==> src/rtl/dsp_pkg.sv <==
// Shared types and constants for the dot-star pattern matcher.
package dsp_pkg;

	localparam int PATTERN_MAX_DEF = 16;
	localparam int PAT_BYTES       = 16;
	localparam int REG_W           = 64;
	localparam int LEN_W           = 5;
	localparam int IDX_W           = 2;

	localparam logic [7:0] STAR_BYTE = 8'h2A;
	localparam logic [7:0] DOT_BYTE  = 8'h2E;

	localparam logic [IDX_W-1:0] REG_CHARS_LOW  = 2'd0;
	localparam logic [IDX_W-1:0] REG_CHARS_HIGH = 2'd1;
	localparam logic [IDX_W-1:0] REG_LENGTH     = 2'd2;

	typedef struct packed {
		logic [7:0] text_char;
		logic       char_present;
		logic       last_char;
	} in_item_t;

	typedef struct packed {
		logic matched;
		logic text_done;
	} out_item_t;

	// Per-cycle control broadcast to every cell.
	typedef struct packed {
		logic             accept;
		logic             awaiting;
		logic             present;
		logic [7:0]       text_char;
		logic [LEN_W-1:0] used_len;
	} ctrl_t;

	// What one cell hands to its right-hand neighbors.
	typedef struct packed {
		logic start;
		logic base;
		logic nxt;
	} link_t;

endpackage

==> src/rtl/dsp_if.sv <==
// Valid/ready stream interfaces for the input and result channels.
interface dsp_in_if;
	logic             valid;
	logic             ready;
	dsp_pkg::in_item_t data;

	modport source (output valid, output data, input ready);
	modport sink (input valid, input data, output ready);
endinterface

interface dsp_out_if;
	logic              valid;
	logic              ready;
	dsp_pkg::out_item_t data;

	modport source (output valid, output data, input ready);
	modport sink (input valid, input data, output ready);
endinterface

==> src/rtl/dot_star_pattern_matcher.sv <==
// Top level of the dot-star pattern matcher: config registers, cell row, result register.
//
//  channel     | dir | handshake       | payload
//  ------------+-----+-----------------+-----------------------------------------
//  in_stream   | in  | valid / ready   | text_char[7:0], char_present, last_char
//  out_stream  | out | valid / ready   | matched, text_done
//  cfg         | in  | cfg_we          | cfg_index[1:0], cfg_data[63:0]
//
// One item per cycle unless out_stream stalls: each byte updates the whole row of position cells in the cycle
// it transfers; the star-skip ripple along the cell row sets the clock period, not the rate.
// The result appears in the cycle after its item transfers and sits in an output register.
// in_stream.ready is high whenever that register is empty or being drained.
// Reset clears the pattern, the length and all positions, and arms a new text.
module dot_star_pattern_matcher #(
	parameter int PATTERN_MAX = dsp_pkg::PATTERN_MAX_DEF
) (
	input  logic                              clk,
	input  logic                              arst_n,
	dsp_in_if.sink                            in_stream,
	dsp_out_if.source                         out_stream,
	input  logic                              cfg_we,
	input  logic [dsp_pkg::IDX_W-1:0]         cfg_index,
	input  logic [dsp_pkg::REG_W-1:0]         cfg_data
);

	localparam int NCELL = PATTERN_MAX + 1;
	localparam logic [dsp_pkg::LEN_W-1:0] MAX_L = dsp_pkg::LEN_W'(PATTERN_MAX);

	logic [dsp_pkg::REG_W-1:0]        low_q;
	logic [dsp_pkg::REG_W-1:0]        high_q;
	logic [dsp_pkg::LEN_W-1:0]        len_q;
	logic                             awaiting_q;
	logic                             out_valid_q;
	dsp_pkg::out_item_t               out_q;

	logic [dsp_pkg::PAT_BYTES-1:0][7:0] pat_bytes;
	logic [dsp_pkg::LEN_W-1:0]        used_len;
	logic                             accept;
	dsp_pkg::ctrl_t                   ctrl;
	dsp_pkg::link_t                   links [NCELL];
	logic [NCELL-1:0]                 new_vec;
	logic [NCELL-1:0]                 end_vec;
	logic                             matched;

	// Configuration writes; an index beyond the list is dropped.
	always_ff @(posedge clk or negedge arst_n) begin
		if (!arst_n) begin
			low_q  <= '0;
			high_q <= '0;
			len_q  <= '0;
		end else if (cfg_we) begin
			case (cfg_index)
				dsp_pkg::REG_CHARS_LOW:  low_q  <= cfg_data;
				dsp_pkg::REG_CHARS_HIGH: high_q <= cfg_data;
				dsp_pkg::REG_LENGTH:     len_q  <= cfg_data[dsp_pkg::LEN_W-1:0];
				default: ;
			endcase
		end
	end

	assign pat_bytes = {high_q, low_q};

	// Clamp an oversized length to the row size.
	assign used_len = (len_q > MAX_L) ? MAX_L : len_q;

	// Take a new item whenever the result register is free or draining.
	assign in_stream.ready = !out_valid_q || out_stream.ready;
	assign accept          = in_stream.valid && in_stream.ready;

	assign ctrl.accept    = accept;
	assign ctrl.awaiting  = awaiting_q;
	assign ctrl.present   = in_stream.data.char_present;
	assign ctrl.text_char = in_stream.data.text_char;
	assign ctrl.used_len  = used_len;

	// Row of position cells; cell g sees pattern bytes g-1 and g-2 and its two left neighbors.
	for (genvar g = 0; g < NCELL; g++) begin : g_cell
		logic [7:0]     prev1;
		logic [7:0]     prev2;
		dsp_pkg::link_t from1;
		dsp_pkg::link_t from2;

		if (g >= 1) begin : g_l1
			assign prev1 = pat_bytes[g-1];
			assign from1 = links[g-1];
		end else begin : g_n1
			assign prev1 = '0;
			assign from1 = '0;
		end

		if (g >= 2) begin : g_l2
			assign prev2 = pat_bytes[g-2];
			assign from2 = links[g-2];
		end else begin : g_n2
			assign prev2 = '0;
			assign from2 = '0;
		end

		dsp_cell #(
			.IDX (g)
		) u_cell (
			.clk       (clk),
			.arst_n    (arst_n),
			.ctrl      (ctrl),
			.pat_prev1 (prev1),
			.pat_prev2 (prev2),
			.from1     (from1),
			.from2     (from2),
			.link      (links[g]),
			.new_bit   (new_vec[g]),
			.at_end    (end_vec[g])
		);
	end

	// Whole-pattern match: the position at the used length is live.
	assign matched = |(new_vec & end_vec);

	// Hold the text boundary; the item after a last byte starts a fresh text.
	always_ff @(posedge clk or negedge arst_n) begin
		if (!arst_n) begin
			awaiting_q <= 1'b1;
		end else if (accept) begin
			awaiting_q <= in_stream.data.last_char;
		end
	end

	// Result register: load on transfer in, drop on transfer out.
	always_ff @(posedge clk or negedge arst_n) begin
		if (!arst_n) begin
			out_valid_q <= 1'b0;
		end else if (accept) begin
			out_valid_q <= 1'b1;
		end else if (out_stream.ready) begin
			out_valid_q <= 1'b0;
		end
	end

	always_ff @(posedge clk) begin
		if (accept) begin
			out_q.matched   <= matched;
			out_q.text_done <= in_stream.data.last_char;
		end
	end

	assign out_stream.valid = out_valid_q;
	assign out_stream.data  = out_q;

	// Every transferred item yields a result on the next cycle.
	a_result_follows: assert property (@(posedge clk) disable iff (!arst_n)
		accept |=> out_valid_q)
		else $error("result missing after input transfer");

	// The verdict is tagged with the last_char of its own item.
	a_done_echo: assert property (@(posedge clk) disable iff (!arst_n)
		accept |=> (out_q.text_done == $past(in_stream.data.last_char)))
		else $error("text_done does not follow last_char");

	// A text boundary arms the start vector for the next item.
	a_boundary: assert property (@(posedge clk) disable iff (!arst_n)
		accept |=> (awaiting_q == $past(in_stream.data.last_char)))
		else $error("text boundary not tracked");

	// An empty pattern accepts an empty text.
	a_empty_match: assert property (@(posedge clk) disable iff (!arst_n)
		(accept && awaiting_q && !in_stream.data.char_present && (used_len == '0))
		|=> out_q.matched)
		else $error("empty pattern failed to match empty text");

endmodule

==> src/rtl/dsp_cell.sv <==
// One NFA position cell: holds its active bit and computes its next value.
module dsp_cell #(
	parameter int IDX = 0
) (
	input  logic            clk,
	input  logic            arst_n,
	input  dsp_pkg::ctrl_t  ctrl,
	input  logic [7:0]      pat_prev1,
	input  logic [7:0]      pat_prev2,
	input  dsp_pkg::link_t  from1,
	input  dsp_pkg::link_t  from2,
	output dsp_pkg::link_t  link,
	output logic            new_bit,
	output logic            at_end
);

	localparam logic [dsp_pkg::LEN_W-1:0] IDX_L = dsp_pkg::LEN_W'(IDX);
	localparam logic IS_ZERO  = (IDX == 0);
	localparam logic HAS1     = (IDX >= 1);
	localparam logic HAS2     = (IDX >= 2);
	localparam logic FIRST    = (IDX == 1);

	logic active_q;
	logic rng;
	logic star1;
	logic fits1;
	logic fits2;
	logic lit;
	logic loop_hit;

	assign rng    = (IDX_L <= ctrl.used_len);
	assign at_end = (IDX_L == ctrl.used_len);
	assign star1  = HAS1 && (pat_prev1 == dsp_pkg::STAR_BYTE);
	assign fits1  = (pat_prev1 == dsp_pkg::DOT_BYTE) || (pat_prev1 == ctrl.text_char);
	assign fits2  = (pat_prev2 == dsp_pkg::DOT_BYTE) || (pat_prev2 == ctrl.text_char);

	// Start vector: position 0 plus star skips.
	assign link.start = IS_ZERO || (HAS2 && rng && star1 && from2.start);
	assign link.base  = ctrl.awaiting ? link.start : (active_q && rng);

	// Advance on a literal or dot, loop on a starred byte, then skip past stars.
	assign lit      = HAS1 && rng && from1.base && (!star1 || FIRST) && fits1;
	assign loop_hit = HAS2 && star1 && link.base && fits2;
	assign link.nxt = lit || loop_hit || (HAS2 && rng && star1 && from2.nxt);

	assign new_bit = ctrl.present ? link.nxt : link.base;

	always_ff @(posedge clk or negedge arst_n) begin
		if (!arst_n) begin
			active_q <= 1'b0;
		end else if (ctrl.accept) begin
			active_q <= new_bit;
		end
	end

endmodule

==> src/flat_wrapper.sv <==
// flat-port wrapper written by rule: the top's interface ports become plain ports
module dot_star_pattern_matcher_flat 
#(
	parameter int PATTERN_MAX = dsp_pkg::PATTERN_MAX_DEF
)
  (clk, arst_n, cfg_we, cfg_index, cfg_data, in_stream_valid, in_stream_data, in_stream_ready, out_stream_valid, out_stream_data, out_stream_ready);
  dsp_in_if in_stream_i ();
  dsp_out_if out_stream_i ();
  input  logic clk;
  input  logic arst_n;
  input  logic cfg_we;
  input  logic [dsp_pkg::IDX_W-1:0] cfg_index;
  input  logic [dsp_pkg::REG_W-1:0] cfg_data;
  input wire logic [$bits(in_stream_i.valid)-1:0] in_stream_valid;
  input wire logic [$bits(in_stream_i.data)-1:0] in_stream_data;
  output wire logic [$bits(in_stream_i.ready)-1:0] in_stream_ready;
  output wire logic [$bits(out_stream_i.valid)-1:0] out_stream_valid;
  output wire logic [$bits(out_stream_i.data)-1:0] out_stream_data;
  input wire logic [$bits(out_stream_i.ready)-1:0] out_stream_ready;
  assign in_stream_i.valid = in_stream_valid;
  assign in_stream_i.data = in_stream_data;
  assign in_stream_ready = in_stream_i.ready;
  assign out_stream_valid = out_stream_i.valid;
  assign out_stream_data = out_stream_i.data;
  assign out_stream_i.ready = out_stream_ready;
  dot_star_pattern_matcher #(.PATTERN_MAX(PATTERN_MAX)) u_core (.clk(clk), .arst_n(arst_n), .in_stream(in_stream_i), .out_stream(out_stream_i), .cfg_we(cfg_we), .cfg_index(cfg_index), .cfg_data(cfg_data));
endmodule
==> config.mk <==
export PLATFORM = sky130hd
export DESIGN_NAME = dot_star_pattern_matcher_flat
export DESIGN_NICKNAME = d
export VERILOG_FILES = /design/src/rtl/dsp_pkg.sv /design/src/rtl/dsp_if.sv /design/src/rtl/dot_star_pattern_matcher.sv /design/src/rtl/dsp_cell.sv /design/src/flat_wrapper.sv
export SDC_FILE = /design/constraint.sdc
export NUM_CORES = 1
export LEC_CHECK = 0
export BUFFER_PORTS_ARGS = -buffer_cell sky130_fd_sc_hd__buf_4
export CAP_MARGIN = 40
export CORE_MARGIN = 4
export CORE_UTILIZATION = 55
export DETAILED_ROUTE_END_ITERATION = 8
export PLACE_DENSITY = 0.85
export SLEW_MARGIN = 20
export SYNTH_ARGS = -nofsm -noshare
export SYNTH_HDL_FRONTEND = slang
export SYNTH_SLANG_ARGS = --single-unit
export TNS_END_PERCENT = 50
==> constraint.sdc <==
create_clock -name clk -period 7.15 [get_ports clk]
set_input_delay 1.7875 -clock clk [delete_from_list [all_inputs] [get_ports clk]]
set_output_delay 1.7875 -clock clk [all_outputs]
set_load 0.05 [all_outputs]
==> impl_metrics.py <==
metrics = {
    "critical_path": {
        "max_stage_delay_ns": 0.49,
        "r2r_cells": 10,
        "cp.arrival_ns": 4.66,
        "crit_type": "in -> reg",
        "r2r-start": "u_core.len_q[2]$_DFFE_PN0P_",
        "critical_path_required_ns": 7.45,
        "critical-path-top-delay-family": "compound AO/OA/AOI/OAI gates",
        "worst_setup_path_start_kind": "primary input",
        "critPathBufInv": 1,
        "crit_path_end_kind": "register",
        "worstPathMaxFanout": 16,
        "reg2reg_setup_slack_ns": 3.02,
        "r2r-end": "u_core.out_stream.data[1]$_DFFE_PP_",
        "slowest_stage": "nor4_1",
        "path_cells": "buf_4 -> xor2_1 -> nor4_1 -> a21oi_1 -> or3b_1 -> o21a_1 -> a21boi_1 -> o211ai_1 -> a22oi_2 -> o21ai_1 -> a2111oi_1 -> nand4_1",
    },
    "sta": {
        "drv_slew": 0,
        "fmax_mhz": 230,
        "rsz0062_at_grt": "no",
        "min_period_ns": 4.36,
        "finalSetupViolations": 0,
        "clock_skew_ns": 0.0120,
        "hold_viol": 0,
        "worst_pin_slew_ns": 0.724,
        "setup_tns_ns": 0,
        "fin_crit_sh": 0.609,
        "relSlewSlack": 0.517,
    },
    "place": {
        "placed_cells": 1145,
        "hpwlAfterDp_mm": 17.8,
        "gp_congestion": 0.954,
        "numPortBuffers": 84,
    },
    "min_path": {
        "holdCritStartpoint": "u_core.g_cell[14].u_cell.active_q$_DFFE_PN0P_",
        "hold_depth": 2,
        "hold_class": "reg -> reg",
        "whs_endpoint": "u_core.g_cell[14].u_cell.active_q$_DFFE_PN0P_",
    },
    "synth": {
        "synth_top_area_share": 0.402,
        "synth_largest_area_cell": "dfrtp_1",
        "synth_nets": 965,
        "synth-main-ff-cell": "dfrtp_1",
        "synth_edf_count": 2,
        "synth_seq_cells": 154,
        "ys_types": 97,
        "netlist_area_sq_um": 9400,
        "yosysSeqAreaShare": 0.411,
        "synthArstFlopShare": 0.987,
        "syn_area_per_cell_sq_um": 10.6,
        "yosysWarnings": 0,
        "ys_top_cells_by_area": "dfrtp_1 (40%), mux2_2 (16%), xor2_1 (8.9%)",
        "yosys-top-cells-count": "dfrtp_1 (151), mux2_2 (131), xor2_1 (96), nand2_1 (64)",
        "synth_cells": 884,
        "synth_most_common_cell": "dfrtp_1",
    },
    "finish": {
        "antenna_cells": 0,
        "syn_to_final_growth_pct": 14.7,
        "layout.cells.non_filler": 1182,
        "fillCellCount": 1254,
        "layout-drive-gt1-share": 0.298,
        "final_nets": 1030,
    },
    "power_and_ir_drop": {
        "power.density_nw_per_um2": 250,
        "vdd_drop_max_v": 0.000183,
        "power_uw": 2700,
        "p_leak_uw": 0.00434,
    },
    "global_route": {
        "gr-total-overflow": 0,
        "grt_pass1_wl_mm": 41.1,
        "grt_usage": 0.265,
        "grt_max_degree": 90,
        "grt_pass1_vias": 7598,
        "antenna_found_initial": 0,
    },
    "clocking": {
        "clockBufferDepth": 2,
        "h-tree-depth": 4,
        "clk_pin_slew_ns": 0.07,
        "post_cts_buffers": 0,
        "ctsHoldBuffers": 0,
        "clkSinkCount": 154,
        "cts_tree": "built",
        "postCtsResizedCells": 0,
        "clock_latency_ns": 0.44,
        "cts-buffers-inserted": 17,
        "root_buffer": "clkbuf_16",
    },
    "die": {
        "chipHeight_um": 139,
        "dieArea_sq_um": 19200,
        "ios": 85,
        "floorplan.initialDensity": 0.565,
        "rows": 47,
        "fp.coreArea_sq_um": 16600,
        "die_w_um": 139,
    },
    "route": {
        "drt-initial-drc-count": 844,
        "routedWlPerCell_um": 22.0,
        "post-route-drc-count": 0,
        "vias": 7617,
        "dr.pass1.iters": 7,
        "ant_nets": 0,
        "drt-total-wl_mm": 26.0,
        "post_drt_via_cell_ratio": 6.44,
    },
    "run_status": {
        "status": "finished clean",
    },
    "flow_run": {
        "maxCapViolCount": 0,
    },
}
-- worst reg2reg max path: stages (launching register included) --
cell	delay, ns
dfrtp_1	0.81
a211oi_1	0.26
nor4b_2	0.67
nand4_1	0.50
nand2_2	0.23
a31oi_1	0.15
a2111oi_0	0.48
nand2_1	0.19
a2111oi_1	0.46
nor2_1	0.13
nand4_1	0.12
-- worst max path at each step --
stage | start | to | slack [ns] | depth (start not counted)
after floorplan | in_stream_data[6] | u_core.out_stream.data[1]$_DFFE_PP_ | 2.90 | 13
after global placement | in_stream_data[6] | u_core.out_stream.data[1]$_DFFE_PP_ | 2.48 | 12
after detailed placement | in_stream_data[7] | u_core.out_stream.data[1]$_DFFE_PP_ | 2.48 | 12
after CTS | in_stream_data[9] | u_core.out_stream.data[1]$_DFFE_PP_ | 2.94 | 12
after global routing | in_stream_data[2] | u_core.out_stream.data[1]$_DFFE_PP_ | 2.62 | 12
final | in_stream_data[7] | u_core.out_stream.data[1]$_DFFE_PP_ | 2.79 | 12
-- layout make-up --
class	count	area, sq um	share of cell area
repair buffers	94	782	0.0725
clock inverters	14	153	0.0142
well taps	220	275	0.0255
inverters	13	48.8	0.00452
flip-flops and latches	154	3860	0.358
multi-input cells	669	5230	0.485
clock buffers	18	429	0.0398
-- metrics by stage --
stage / hold slack, ns / instance area (sq um) / setup WS [ns] / util
5_1_grt: 0.508 / 10800 / 2.62 / 0.648
6_report: 0.481 / 10800 / 2.79 / 0.648
4_1_cts: 0.480 / 10700 / 2.94 / 0.642
3_3_place_gp: 0.444 / 10100 / 2.48 / 0.606
3_5_place_dp: 0.460 / 10100 / 2.48 / 0.607
2_1_floorplan: 0.431 / 9400 / 2.90 / -
-- report_power, final --
part | switching, uW | internal [uW] | total, uW
registers | 208 | 1020 | 1230
logic | 269 | 284 | 554
clock network | 419 | 495 | 913
-- per-layer routing --
layer | part of all wire | track usage | wire length [um] | vias up
li1 | - | - | - | 3373
met1 | 0.41 | 0.356 | 10600 | 3713
met2 | 0.47 | 0.421 | 12300 | 444
met3 | 0.092 | 0.0631 | 2390 | 87
met4 | 0.031 | 0.0978 | 801 | 0
met5 | 0 | 0 | 0 | -
-- placed cells by master (no fill, tap or decap), types with 3 or more instances in the layout --
cell type / Yosys / final
nand4_1: 16 / 16
a32o_1: 3 / 3
mux2_2: 131 / 131
or2_1: 4 / 4
o41ai_1: 3 / 3
a21oi_1: 17 / 17
nand4b_1: 7 / 7
nand2b_1: 12 / 12
clkinvlp_4: 0 / 3
nor3_1: 21 / 21
inv_1: 13 / 13
nand3_1: 13 / 13
xnor2_1: 32 / 32
nor4_1: 28 / 28
xor2_1: 96 / 96
inv_6: 0 / 3
inv_8: 0 / 5
or3_1: 7 / 7
o21ai_0: 17 / 17
nor4b_1: 10 / 10
a22oi_1: 7 / 7
a31oi_1: 8 / 8
nor2b_1: 7 / 7
and2_1: 3 / 3
nor3b_1: 6 / 5
clkbuf_16: 0 / 17
a211o_1: 3 / 3
buf_4: 1 / 87
nand3b_1: 11 / 11
o21ai_1: 14 / 14
o31ai_1: 3 / 3
nor2_1: 32 / 32
and3_1: 4 / 4
o211ai_1: 4 / 4
nand2_1: 64 / 64
o22ai_1: 4 / 4
dfrtp_1: 151 / 151
or4b_1: 7 / 7
-- registers in the layout, indices dropped and copies added, names as in the netlist --
signal,count
u_core.out_stream.valid,1
u_core.out_stream.data,2
u_core.high_q,64
u_core.g_cell.u_cell.active_q,17
u_core.low_q,64
u_core.len_q,5
u_core.awaiting_q,1
-- cell families after synthesis --
group           after synthesis  synth area share
compound gates              124            0.0969
buf+inv                      61            0.0326
xor+xnor                    128             0.119
flops                       154             0.411
mux                         133             0.159
simple gates                284             0.181
(Power assumes the default switching activity.)
